--- src/rtl/assert_macros.svh ---
// assertion macros shared by the rtl files
`ifndef ASSERT_MACROS_SVH
`define ASSERT_MACROS_SVH

`ifndef SYNTHESIS

`define ASSERT_CLK(label, clk, rst_n, prop, msg) \
  label: assert property (@(posedge clk) disable iff (!rst_n) prop) else $error(msg);

`define ASSERT_ALWAYS(label, clk, prop, msg) \
  label: assert property (@(posedge clk) prop) else $error(msg);

`else

`define ASSERT_CLK(label, clk, rst_n, prop, msg)

`define ASSERT_ALWAYS(label, clk, prop, msg)

`endif

`endif

--- src/rtl/lsq_pkg.sv ---
// shared widths, register codes and pipeline types of the largest ones square block
package lsq_pkg;

  localparam int MAX_COLS  = 64;
  localparam int COL_W     = $clog2(MAX_COLS);
  localparam int WIDTH_W   = 7;
  localparam int SIDE_W    = 7;
  localparam int AREA_W    = 13;
  localparam int CFG_ADDR_W = 3;
  localparam int CFG_DATA_W = 32;
  localparam int IN_DATA_W  = 8;
  localparam int OUT_DATA_W = 24;

  // register index, taken from the word address
  typedef enum logic [0:0] {
    REG_ROW_WIDTH = 1'b0
  } cfg_reg_t;

  // one item on its way from the line read to the side update
  typedef struct packed {
    logic             cell_req;
    logic             fend;
    logic [COL_W-1:0] col;
    logic             first_row;
    logic             fwd;
  } s1_item_t;

endpackage

--- src/rtl/lsq_side_ram.sv ---
// line memory holding the square sides of the previous row
module lsq_side_ram
  import lsq_pkg::*;
(
  input  logic              clk,
  input  logic              rd_en,
  input  logic [COL_W-1:0]  rd_addr,
  output logic [SIDE_W-1:0] rd_data,
  input  logic              wr_en,
  input  logic [COL_W-1:0]  wr_addr,
  input  logic [SIDE_W-1:0] wr_data
);

  logic [SIDE_W-1:0] mem [MAX_COLS];
  logic [SIDE_W-1:0] rd_data_r;

  always_ff @(posedge clk) begin
    if (wr_en) begin
      mem[wr_addr] <= wr_data;
    end
  end

  // read returns the old entry when a write hits the same address
  always_ff @(posedge clk) begin
    if (rd_en) begin
      rd_data_r <= mem[rd_addr];
    end
  end

  assign rd_data = rd_data_r;

endmodule

--- src/rtl/lsq_cell_unit.sv ---
// side update, write back, running best and result register
`include "assert_macros.svh"

module lsq_cell_unit
  import lsq_pkg::*;
(
  input  logic                  clk,
  input  logic                  rst_n,
  input  logic                  s1_valid,
  input  s1_item_t              s1,
  input  logic [SIDE_W-1:0]     rd_data,
  output logic                  s1_stall,
  output logic                  wr_en,
  output logic [COL_W-1:0]      wr_addr,
  output logic [SIDE_W-1:0]     wr_data,
  output logic                  out_tvalid,
  input  logic                  out_tready,
  output logic [OUT_DATA_W-1:0] out_tdata   // best_side, best_area
);

  logic [SIDE_W-1:0] left_r;
  logic [SIDE_W-1:0] diag_r;
  logic [SIDE_W-1:0] last_side_r;
  logic [SIDE_W-1:0] best_r;
  logic              out_valid_r;
  logic [SIDE_W-1:0] out_side_r;
  logic [AREA_W-1:0] out_area_r;

  logic              s1_fire;
  logic              col_zero;
  logic [SIDE_W-1:0] up;
  logic [SIDE_W-1:0] left;
  logic [SIDE_W-1:0] diag;
  logic [SIDE_W-1:0] min_lu;
  logic [SIDE_W-1:0] min3;
  logic [SIDE_W:0]   side_sum;
  logic [SIDE_W-1:0] side;
  logic [SIDE_W-1:0] best_max;
  logic [2*SIDE_W-1:0] best_sq;
  logic [2*SIDE_W-1:0] out_sq;
  logic [COL_W:0]    col_p1;

  assign col_zero = (s1.col == '0);

  always_comb begin
    if (s1.first_row) begin
      up = '0;
    end else if (s1.fwd) begin
      up = last_side_r;
    end else begin
      up = rd_data;
    end
    left = col_zero ? '0 : left_r;
    diag = (col_zero || s1.first_row) ? '0 : diag_r;
    min_lu = (left < up) ? left : up;
    min3 = (min_lu < diag) ? min_lu : diag;
    side_sum = {1'b0, min3} + {{SIDE_W{1'b0}}, 1'b1};
    if (!s1.cell_req) begin
      side = '0;
    end else if (side_sum[SIDE_W]) begin
      side = '1;
    end else begin
      side = side_sum[SIDE_W-1:0];
    end
    best_max = (side > best_r) ? side : best_r;
    best_sq = {{SIDE_W{1'b0}}, best_max} * {{SIDE_W{1'b0}}, best_max};
  end

  // a frame-end item waits here only while the result register is still full
  assign s1_stall = s1_valid && s1.fend && out_valid_r && !out_tready;
  assign s1_fire  = s1_valid && !s1_stall;

  assign wr_en   = s1_fire;
  assign wr_addr = s1.col;
  assign wr_data = side;

  always_ff @(posedge clk) begin
    if (!rst_n) begin
      left_r <= '0;
      diag_r <= '0;
      best_r <= '0;
      out_valid_r <= 1'b0;
    end else begin
      if (s1_fire) begin
        left_r <= side;
        diag_r <= up;
        best_r <= s1.fend ? '0 : best_max;
      end
      if (s1_fire && s1.fend) begin
        out_valid_r <= 1'b1;
      end else if (out_tready) begin
        out_valid_r <= 1'b0;
      end
    end
  end

  always_ff @(posedge clk) begin
    if (s1_fire) begin
      last_side_r <= side;
    end
    if (s1_fire && s1.fend) begin
      out_side_r <= best_max;
      out_area_r <= best_sq[AREA_W-1:0];
    end
  end

  assign out_tvalid = out_valid_r;
  assign out_tdata  = {{(OUT_DATA_W-SIDE_W-AREA_W){1'b0}}, out_area_r, out_side_r};

  assign out_sq = {{SIDE_W{1'b0}}, out_side_r} * {{SIDE_W{1'b0}}, out_side_r};
  assign col_p1 = {1'b0, s1.col} + {{COL_W{1'b0}}, 1'b1};

  `ASSERT_CLK(a_area_matches_side, clk, rst_n, out_valid_r |-> (out_area_r == out_sq[AREA_W-1:0]), "result area is not side squared")
  `ASSERT_CLK(a_best_cleared, clk, rst_n, (s1_fire && s1.fend) |=> (best_r == '0), "running best not cleared after frame end")
  `ASSERT_CLK(a_side_bounded, clk, rst_n, s1_fire |-> (side <= col_p1), "square side exceeds column count")

endmodule

--- src/rtl/largest_ones_square.sv ---
// top level: config register, column tracking, line read and result stage
// largest_ones_square finds the largest all-ones square in a binary matrix.
// Input channel in_*: one cell per item, in_tdata[0] is the cell value and
// in_tlast marks the last cell of the matrix. Cells come in row-major order,
// cfg register row_width (address 0) gives the cells per row, 0 acts as 1
// and values above 64 act as 64. Write it only while no item is in flight.
// Output channel out_*: one item per matrix, sent after the last cell,
// out_tdata holds the best side and its area.
// Throughput is one cell per cycle while no frame-end cell waits; each cell
// makes one read and one write of the 64-entry line memory, and a read of
// the entry written in the same cycle is forwarded from the side register.
// The frame-end cell passes through the second-stage register and then sets
// the registered out_tvalid in the result register.
// A stalled result register holds its item; further cells keep flowing and
// only the next frame-end cell waits until the result is taken.
// Reset sets row_width to 64 and first-row, clears column and running best;
// the line memory is not cleared and needs no clearing pass.
`include "assert_macros.svh"

module largest_ones_square
  import lsq_pkg::*;
(
  input  logic                  clk,
  input  logic                  rst_n,
  input  logic                  in_tvalid,
  output logic                  in_tready,
  input  logic [IN_DATA_W-1:0]  in_tdata,   // cell_req, zero pad
  input  logic                  in_tlast,   // frame_end
  output logic                  out_tvalid,
  input  logic                  out_tready,
  output logic [OUT_DATA_W-1:0] out_tdata,  // best_side, best_area, zero pad
  input  logic                  cfg_psel,
  input  logic                  cfg_penable,
  input  logic                  cfg_pwrite,
  input  logic [CFG_ADDR_W-1:0] cfg_paddr,
  input  logic [CFG_DATA_W-1:0] cfg_pwdata,
  output logic [CFG_DATA_W-1:0] cfg_prdata,
  output logic                  cfg_pready
);

  logic [WIDTH_W-1:0] row_width_r;
  logic [COL_W-1:0]   column_pos_r;
  logic               first_row_r;
  logic               s1_valid_r;
  s1_item_t           s1_r;

  logic               cfg_sel_row;
  logic               cfg_wr;
  logic [WIDTH_W-1:0] eff_width;
  logic [WIDTH_W-1:0] col_p1;
  logic               row_end;
  logic               in_fire;
  logic               s1_stall;
  logic               fwd;
  logic [SIDE_W-1:0]  rd_data;
  logic               wr_en;
  logic [COL_W-1:0]   wr_addr;
  logic [SIDE_W-1:0]  wr_data;

  // configuration port
  assign cfg_pready  = 1'b1;
  assign cfg_sel_row = (cfg_paddr[2] == REG_ROW_WIDTH);
  assign cfg_wr      = cfg_psel && cfg_penable && cfg_pwrite && cfg_pready;
  assign cfg_prdata  = cfg_sel_row ? {{(CFG_DATA_W-WIDTH_W){1'b0}}, row_width_r} : '0;

  always_ff @(posedge clk) begin
    if (!rst_n) begin
      row_width_r <= WIDTH_W'(MAX_COLS);
    end else if (cfg_wr && cfg_sel_row) begin
      row_width_r <= cfg_pwdata[WIDTH_W-1:0];
    end
  end

  always_comb begin
    if (row_width_r == '0) begin
      eff_width = WIDTH_W'(1);
    end else if (row_width_r > WIDTH_W'(MAX_COLS)) begin
      eff_width = WIDTH_W'(MAX_COLS);
    end else begin
      eff_width = row_width_r;
    end
  end

  assign in_tready = !s1_stall;
  assign in_fire   = in_tvalid && in_tready;
  assign col_p1    = WIDTH_W'(column_pos_r) + WIDTH_W'(1);
  assign row_end   = (col_p1 >= eff_width);
  // the item now in the second stage writes this very entry in this cycle
  assign fwd       = s1_valid_r && (s1_r.col == column_pos_r);

  always_ff @(posedge clk) begin
    if (!rst_n) begin
      column_pos_r <= '0;
      first_row_r  <= 1'b1;
      s1_valid_r   <= 1'b0;
    end else begin
      if (in_fire) begin
        if (in_tlast) begin
          column_pos_r <= '0;
          first_row_r  <= 1'b1;
        end else if (row_end) begin
          column_pos_r <= '0;
          first_row_r  <= 1'b0;
        end else begin
          column_pos_r <= col_p1[COL_W-1:0];
        end
      end
      if (!s1_stall) begin
        s1_valid_r <= in_fire;
      end
    end
  end

  always_ff @(posedge clk) begin
    if (in_fire) begin
      s1_r.cell_req  <= in_tdata[0];
      s1_r.fend      <= in_tlast;
      s1_r.col       <= column_pos_r;
      s1_r.first_row <= first_row_r;
      s1_r.fwd       <= fwd;
    end
  end

  lsq_side_ram u_side_ram (
    .clk     (clk),
    .rd_en   (in_fire),
    .rd_addr (column_pos_r),
    .rd_data (rd_data),
    .wr_en   (wr_en),
    .wr_addr (wr_addr),
    .wr_data (wr_data)
  );

  lsq_cell_unit u_cell_unit (
    .clk        (clk),
    .rst_n      (rst_n),
    .s1_valid   (s1_valid_r),
    .s1         (s1_r),
    .rd_data    (rd_data),
    .s1_stall   (s1_stall),
    .wr_en      (wr_en),
    .wr_addr    (wr_addr),
    .wr_data    (wr_data),
    .out_tvalid (out_tvalid),
    .out_tready (out_tready),
    .out_tdata  (out_tdata)
  );

  `ASSERT_CLK(a_frame_restart, clk, rst_n, (in_fire && in_tlast) |=> ((column_pos_r == '0) && first_row_r), "frame end did not restart the column count")
  `ASSERT_CLK(a_fwd_source, clk, rst_n, (s1_valid_r && s1_r.fwd) |-> ($past(s1_valid_r) && (s1_r.col == $past(s1_r.col))), "forwarding without a matching write")
  `ASSERT_CLK(a_no_take_on_stall, clk, rst_n, s1_stall |=> (s1_valid_r && s1_r.fend), "stalled item left the second stage")

endmodule
--- config.mk ---
export PLATFORM = sky130hd
export DESIGN_NAME = largest_ones_square
export DESIGN_NICKNAME = d
export VERILOG_FILES = /design/src/rtl/lsq_pkg.sv /design/src/rtl/lsq_side_ram.sv /design/src/rtl/lsq_cell_unit.sv /design/src/rtl/largest_ones_square.sv
export VERILOG_INCLUDE_DIRS = /design/src /design/src/rtl
export SDC_FILE = /design/constraint.sdc
export NUM_CORES = 1
export LEC_CHECK = 0
export BUFFER_PORTS_ARGS = -buffer_cell sky130_fd_sc_hd__buf_4
export CAP_MARGIN = 20
export CORE_AREA = 4 4 226 184
export DETAILED_ROUTE_END_ITERATION = 7
export DIE_AREA = 0 0 230 188
export HOLD_SLACK_MARGIN = 0.02
export PLACE_DENSITY = 0.78
export SYNTH_ARGS = -nofsm -noshare
export SYNTH_HDL_FRONTEND = slang
export SYNTH_SLANG_ARGS = --single-unit
--- constraint.sdc ---
create_clock -name clk -period 36.8 [get_ports clk]
set_clock_uncertainty 0.1 [all_clocks]
set_input_delay 5.52 -clock clk [delete_from_list [all_inputs] [get_ports clk]]
set_output_delay 5.52 -clock clk [all_outputs]
set_load 0.02 [all_outputs]
== After elaboration in Yosys (flattened, before gate mapping) ==
Memory sizes are Yosys's and may differ from the RTL's. A register that Yosys moved wholly into a read port is not among the register bits.
Cells that the tools add are included.

* Flip-flop bits (word level): 74
* Memory bits (writable): 448
* Bits of input ports: 51
* Output and inout bits: 59
* Word-level logic and storage cells: 66
* Memories: 1

* Add/subtract/negate cells: 2
* Multipliers: 1
* $lt $le $gt $ge: 5
* Eq/ne operators: 1
* Mux-type cells: 21
* Bitwise operators: 1
* Reductions and logical operators: 18

{| class="wikitable"
|+ Memories
! name !! words !! width !! read ports !! clocked after memory_dff !! wr ports !! RTL line !! RTL
|-
| u_side_ram.mem || 64 || 7 || 1 || 1 || 1 || lsq_side_ram.sv:14 || <nowiki>logic [SIDE_W-1:0] mem [MAX_COLS];</nowiki>
|}

{| class="wikitable"
|+ Operators by type and width
! operator !! count
|-
| 7-bit 2-to-1 mux || 13
|-
| 7-bit less-than comparator || 2
|-
| 7-bit by 7-bit multiplier with 13-bit output || 1
|-
| 6-bit 2-to-1 mux || 2
|-
| 1-bit logical AND || 10
|-
| 7-bit by 1-bit adder with 8-bit output, second input constant || 1
|-
| 6-bit by 1-bit adder with 7-bit output, second input constant || 1
|-
| 7-bit greater-or-equal comparator || 1
|-
| 7-bit greater-than comparator || 1
|-
| 7-bit greater-than comparator, second input constant || 1
|-
| 7-bit logical NOT || 1
|-
| 6-bit equality test || 1
|-
| 6-bit logical NOT || 1
|-
| 1-bit 2-to-1 mux || 6
|-
| 2-bit nonzero test || 2
|-
| 1-bit logical NOT || 2
|-
| 2-bit AND reduction || 1
|-
| 1-bit logical OR || 1
|-
| 1-bit inverter || 1
|}

== Depth between registers and ports, before layout ==
* Word-level depth: 12
* Mapped depth: 60
* Gate-level depth less buffers: 56

== Modules after synthesis ==
Synthesis repeated with hierarchy kept, for this count alone.

* Cells, all modules: 1449
* Area total of the unflattened synthesis: 23411.2 sq um

{| class="wikitable"
|+ Modules (own cells, without submodules)
! module !! instances !! cells each !! area an instance (sq um)
|-
| lsq_side_ram || 1 || 827 || 17705.7
|-
| lsq_cell_unit || 1 || 472 || 4159.0
|-
| largest_ones_square || 1 || 150 || 1546.5
|}

== Worst setup path before layout ==
Ideal clock, no wire load.

* Path type: flip-flop to flip-flop
* From: register s1_r[3] in the netlist's numbering
* To: register u_cell_unit.out_area_r[12] (data pin)
* Setup time: 0.260 ns
* Arrival time: 12.210 ns
* Setup slack: 24.231 ns
* Cell stages (with the launch flop): 53
* Path buffers: 3
* Period minus slack after synthesis: 12.569 ns
* Cells stage by stage: edfxtp_1 buf_6 or3_4 o21ai_0 inv_1 ha_1 a21o_1 o31a_1 a211oi_1 o21ai_2 mux2i_1 inv_1 ha_1 nor2_1 o2111ai_1 o311ai_1 o31ai_2 nor2_1 (+17 left out) nor2_1 ha_1 xor2_1 fa_1 inv_1 fa_1 fa_1 ha_1 inv_1 o21bai_1 a21oi_1 nor2b_1 o21a_1 o21ai_0 nand2b_1 a21oi_1 xnor2_1 xnor2_1

* Cells in the longest elaborated chain, start to end: 12
* Elaborated cells on any way between the ends: 14
* Those cells by class: add/sub (1); mul (1); order compare (3); mux (7); reduce/logical (2)

{| class="wikitable"
|+ Ends and longest elaborated chain
! element !! RTL line !! RTL
|-
| from (decl) || largest_ones_square.sv:45 || <nowiki>s1_item_t s1_r;</nowiki>
|-
| 6-bit logical NOT * || lsq_cell_unit.sv:43 || <nowiki>assign col_zero = (s1.col == '0);</nowiki>
|-
| 7-bit 2-to-1 mux || lsq_cell_unit.sv:53 || <nowiki>left = col_zero ? '0 : left_r;</nowiki>
|-
| 7-bit less-than comparator || lsq_cell_unit.sv:55 || <nowiki>min_lu = (left < up) ? left : up;</nowiki>
|-
| 7-bit 2-to-1 mux || lsq_cell_unit.sv:55 ||
|-
| 7-bit less-than comparator || lsq_cell_unit.sv:56 || <nowiki>min3 = (min_lu < diag) ? min_lu : diag;</nowiki>
|-
| 7-bit 2-to-1 mux * || lsq_cell_unit.sv:56 ||
|-
| 7-bit by 1-bit adder with 8-bit output * || lsq_cell_unit.sv:57 || <nowiki>side_sum = {1'b0, min3} + {{SIDE_W{1'b0}}, 1'b1};</nowiki>
|-
| 7-bit 2-to-1 mux * || lsq_cell_unit.sv:60 || <nowiki>end else if (side_sum[SIDE_W]) begin</nowiki>
|-
| 7-bit 2-to-1 mux * || lsq_cell_unit.sv:58 || <nowiki>if (!s1.cell_req) begin</nowiki>
|-
| net u_cell_unit.wr_data[6] || lsq_cell_unit.sv:15 || <nowiki>output logic [SIDE_W-1:0] wr_data,</nowiki>
|-
| 7-bit greater-than comparator || lsq_cell_unit.sv:65 || <nowiki>best_max = (side > best_r) ? side : best_r;</nowiki>
|-
| 7-bit 2-to-1 mux * || lsq_cell_unit.sv:65 ||
|-
| 7-bit by 7-bit multiplier with 13-bit output * || lsq_cell_unit.sv:66 || <nowiki>best_sq = {{SIDE_W{1'b0}}, best_max} * {{SIDE_W{1'b0}}, best_max};</nowiki>
|-
| net u_cell_unit.best_sq[12] || lsq_cell_unit.sv:39 || <nowiki>logic [2*SIDE_W-1:0] best_sq;</nowiki>
|-
| to (signal assigned) || lsq_cell_unit.sv:103 || <nowiki>out_area_r <= best_sq[AREA_W-1:0];</nowiki>
|-
| to (decl) || lsq_cell_unit.sv:27 || <nowiki>logic [AREA_W-1:0] out_area_r;</nowiki>
|}

The timed path passes the listed nets; every way through them passes the cells marked *.
A chain may end at the register's enable or synchronous reset.

== Worst setup path after layout ==
* From: register s1_r[7] in the netlist's numbering
* To: register u_cell_unit.out_area_r[12] (data pin)

Same word-level chain as after synthesis.

==> run_results.csv <==
group,metric,value,unit
final_layout,post-route-util,0.658,
logic_synthesis,synthArstFlopShare,0,
power_and_ir_drop,power_frac_seq,0.536,
clocking,cts.sinks,527,
worst_setup_path,cp.required,37030,ps
sta,setup_violations,0,
sta,slew_headroom,0.270,
final_layout,multi_input_area,7390,um^2
worst_setup_path,rr_endpoint,"u_cell_unit.out_area_r[12]",
final_layout,syn2layout_area_growth,10.2,%
clocking,cts-root-buf,"clkbuf_16",
sta,post-route-period-util,0.384,
logic_synthesis,ys_types,81,
power_and_ir_drop,vdd_drop_max,0.0556,mV
place,port_buffers,44,
logic_synthesis,synth_area,23400,um^2
detailed_routing,wire_per_inst,25.9,um
clocking,htreeDepth,2,
floorplanning,die_area,43200,um^2
final_layout,ff_latch_area,15500,um^2
clocking,ctsHoldBuffers,0,
final_layout,nNetsFinal,1550,
worst_setup_path,cp-startpoint,"s1_r[7]",
power_and_ir_drop,switching_share,0.221,
logic_synthesis,ys_warn_count,0,
worst_setup_path,cp-start-kind,"register",
global_route,grt_max_degree,74,
final_layout,diodes,0,
worst_setup_path,end_kind,"register",
floorplanning,floorplan.initialDensity,0.597,
worst_setup_path,r2r_start,"s1_r[7]",
floorplanning,placementRows,65,
worst_hold_path,hold_class,"register to register",
worst_setup_path,worst-path-stages,48,
detailed_routing,drtIter0Drc,1367,
place,gp_congestion,0.884,
worst_setup_path,rrSetupSlack,22660,ps
worst_setup_path,crit_buf_inv,5,
sta,setup-tns-final,0,ps
worst_setup_path,slowest_delay,700,ps
logic_synthesis,synth_flop_cell,"edfxtp_1",
clocking,cts_setup_buffers,0,
global_route,grt.total_usage,0.246,
worst_setup_path,path_class,"register to register",
floorplanning,die_w,230,um
logic_synthesis,synth_seq_cells,527,
worst_setup_path,r2r_cells,48,
power_and_ir_drop,p_leak,8.90,nW
final_layout,stdcell_count,2011,
worst_hold_path,whs_path_depth,0,
flow_run,cap_violations,0,
place,dp_hpwl,31400,um
detailed_routing,via_per_inst,6.31,
sta,finalMaxSlewViolations,0,
sta,max_freq,0.0707,GHz
sta,rsz0062_at_grt,"false",
power_and_ir_drop,powerDensity,48.0,nW/um^2
sta,period_minus_slack,14140,ps
detailed_routing,detail_route.wirelength,52200,um
power_and_ir_drop,switching_power,0.273,mW
logic_synthesis,ys_seq_area_frac,0.660,
worst_setup_path,crit_family,"compound AO/OA/AOI/OAI gates",
status,outcome,"completed",
global_route,grt_overflow,0,
worst_hold_path,hp-start,"first_row_r",
detailed_routing,antenna_left,0,
clocking,clk_path_buf_depth,3,
detailed_routing,firstDrtPassIters,5,
final_layout,drive_gt1_frac,0.226,
floorplanning,fp.coreArea,39200,um^2
global_route,grt_pass1_wl,80400,um
final_layout,final_common_cell,"edfxtp_1",
clocking,cts_tree,"done",
clocking,clk_latency,600,ps
clocking,cts-resized-gates,0,
worst_setup_path,crit_path_end,"u_cell_unit.out_area_r[12]",
sta,fin_hold_ws,344,ps
final_layout,num-fill-cells,2620,
logic_synthesis,synth_cells,1396,
floorplanning,num_io_pins,110,
worst_setup_path,slowest_stage,"edfxtp_1",
detailed_routing,drc,0,
global_route,grt_pass1_vias,12868,
detailed_routing,num_vias,12680,
power_and_ir_drop,p_int,0.963,mW
worst_setup_path,critPathMostFrequentCell,"ha_1",
logic_synthesis,synth_edf_count,490,
worst_setup_path,cp_data_arrival_time,14370,ps
logic_synthesis,avgSynthCellArea,16.8,um^2
final_layout,most-common-layout-cells,"490 x edfxtp_1, 147 x mux4_2, 105 x nor2_1",
clocking,clk_pin_slew_worst_paths,60,ps
floorplanning,dieHeight,188,um
power_and_ir_drop,pwr-share-comb,0.055,
place,dp.cells,1918,
sta,worst_pin_slew,1100,ps
sta,hold_viol_final,0,
clocking,numCtsBuffers,49,
worst_setup_path,worstPathMaxFanout,35,
power_and_ir_drop,p_clk_frac,0.409,
global_route,antenna_found_initial,2,
Yosys cell counts (12+ instances only):
| master | count | share of area |
|---|---|---|
| nand2_1 | 86 | 0.014 |
| buf_1 | 12 | 0.0019 |
| and2_1 | 13 | 0.0035 |
| ha_1 | 50 | 0.027 |
| a21boi_0 | 15 | 0.0048 |
| xnor2_1 | 16 | 0.0060 |
| nand3_1 | 22 | 0.0047 |
| buf_4 | 32 | 0.010 |
| a21oi_1 | 29 | 0.0062 |
| nor2_1 | 105 | 0.017 |
| edfxtp_1 | 490 | 0.63 |
| clkbuf_1 | 47 | 0.0075 |
| fa_1 | 13 | 0.011 |
| dfxtp_1 | 37 | 0.032 |
| mux2i_1 | 20 | 0.0086 |
| inv_1 | 48 | 0.0077 |
| o21ai_0 | 24 | 0.0051 |
| nor3_1 | 14 | 0.0030 |
| mux4_2 | 147 | 0.14 |
| nor2b_1 | 23 | 0.0061 |
flip-flops by register name, summed over array words and instances, names as in the netlist:
name,count
u_cell_unit.out_area_r,12
first_row_r,1
u_cell_unit.left_r,7
u_cell_unit.out_tvalid,1
u_side_ram.mem,448
u_cell_unit.last_side_r,7
s1_valid_r,1
u_side_ram.rd_data,7
column_pos_r,6
u_cell_unit.best_r,7
row_width_r,7
s1_r,10
u_cell_unit.out_side_r,6
u_cell_unit.diag_r,7
area by class of cell:
type / instances / area share
sequential: 527 / 0.600
clock buffer: 53 / 0.0481
timing repair buffer: 59 / 0.0189
multi-input combinational: 749 / 0.286
tap: 536 / 0.0260
clock inverter: 37 / 0.0135
inverter: 50 / 0.00728
worst min path at each step:
stage / end / slack [ps]
2_1_floorplan: s1_r[1] / 300
3_3_place_gp: s1_r[1] / 320
3_5_place_dp: s1_r[1] / 320
4_1_cts: s1_r[1] / 350
5_1_grt: s1_r[1] / 350
6_report: s1_r[1] / 340
per-stage QoR:
step / total power [mW] / cell area, um^2 / setup WS (ps)
2_1_floorplan: 0.725 / 23500 / 24230
3_3_place_gp: 0.741 / 24100 / 23000
3_5_place_dp: 0.743 / 24100 / 22690
4_1_cts: 1.24 / 25700 / 22580
5_1_grt: 1.27 / 25800 / 21550
6_report: 1.24 / 25800 / 22660
metal layers:
| metal | GRT usage | routed length (um) | up-vias | part of all wire |
|---|---|---|---|---|
| met3 | 0.0708 | 5240 | 110 | 0.10 |
| met1 | 0.358 | 21200 | 6474 | 0.41 |
| met5 | 0 | 34 | - | 0.00065 |
| met4 | 0.0681 | 1420 | 4 | 0.027 |
| met2 | 0.372 | 24300 | 622 | 0.47 |
| li1 | - | - | 5470 | - |
cells by family after synthesis:
group | synth area share
compound gates | 0.0429
simple gates | 0.0651
buf+inv | 0.0300
mux | 0.153
flops | 0.660
other cells | 0.000321
fa+ha+maj | 0.0379
xor+xnor | 0.0101
power by group through the flow:
| stage | Sequential, mW | Combinational, mW | Clock [mW] |
|---|---|---|---|
| 2_1_floorplan | 0.673 | 0.0514 | 0 |
| 3_3_place_gp | 0.676 | 0.0650 | 0 |
| 3_5_place_dp | 0.676 | 0.0667 | 0 |
| 4_1_cts | 0.663 | 0.0672 | 0.510 |
| 5_1_grt | 0.663 | 0.0735 | 0.538 |
| 6_report | 0.663 | 0.0683 | 0.505 |
worst reg2reg max path: cells and delay by family (launching register included):
| kind | cells | cell delay, ps |
|---|---|---|
| mux | 1 | 380 |
| compound gates | 20 | 5750 |
| fa+ha+maj | 9 | 3410 |
| buf+inv | 5 | 780 |
| simple gates | 10 | 2330 |
| flops | 1 | 700 |
| xor+xnor | 3 | 460 |
Power figures use the tool's default switching activity.
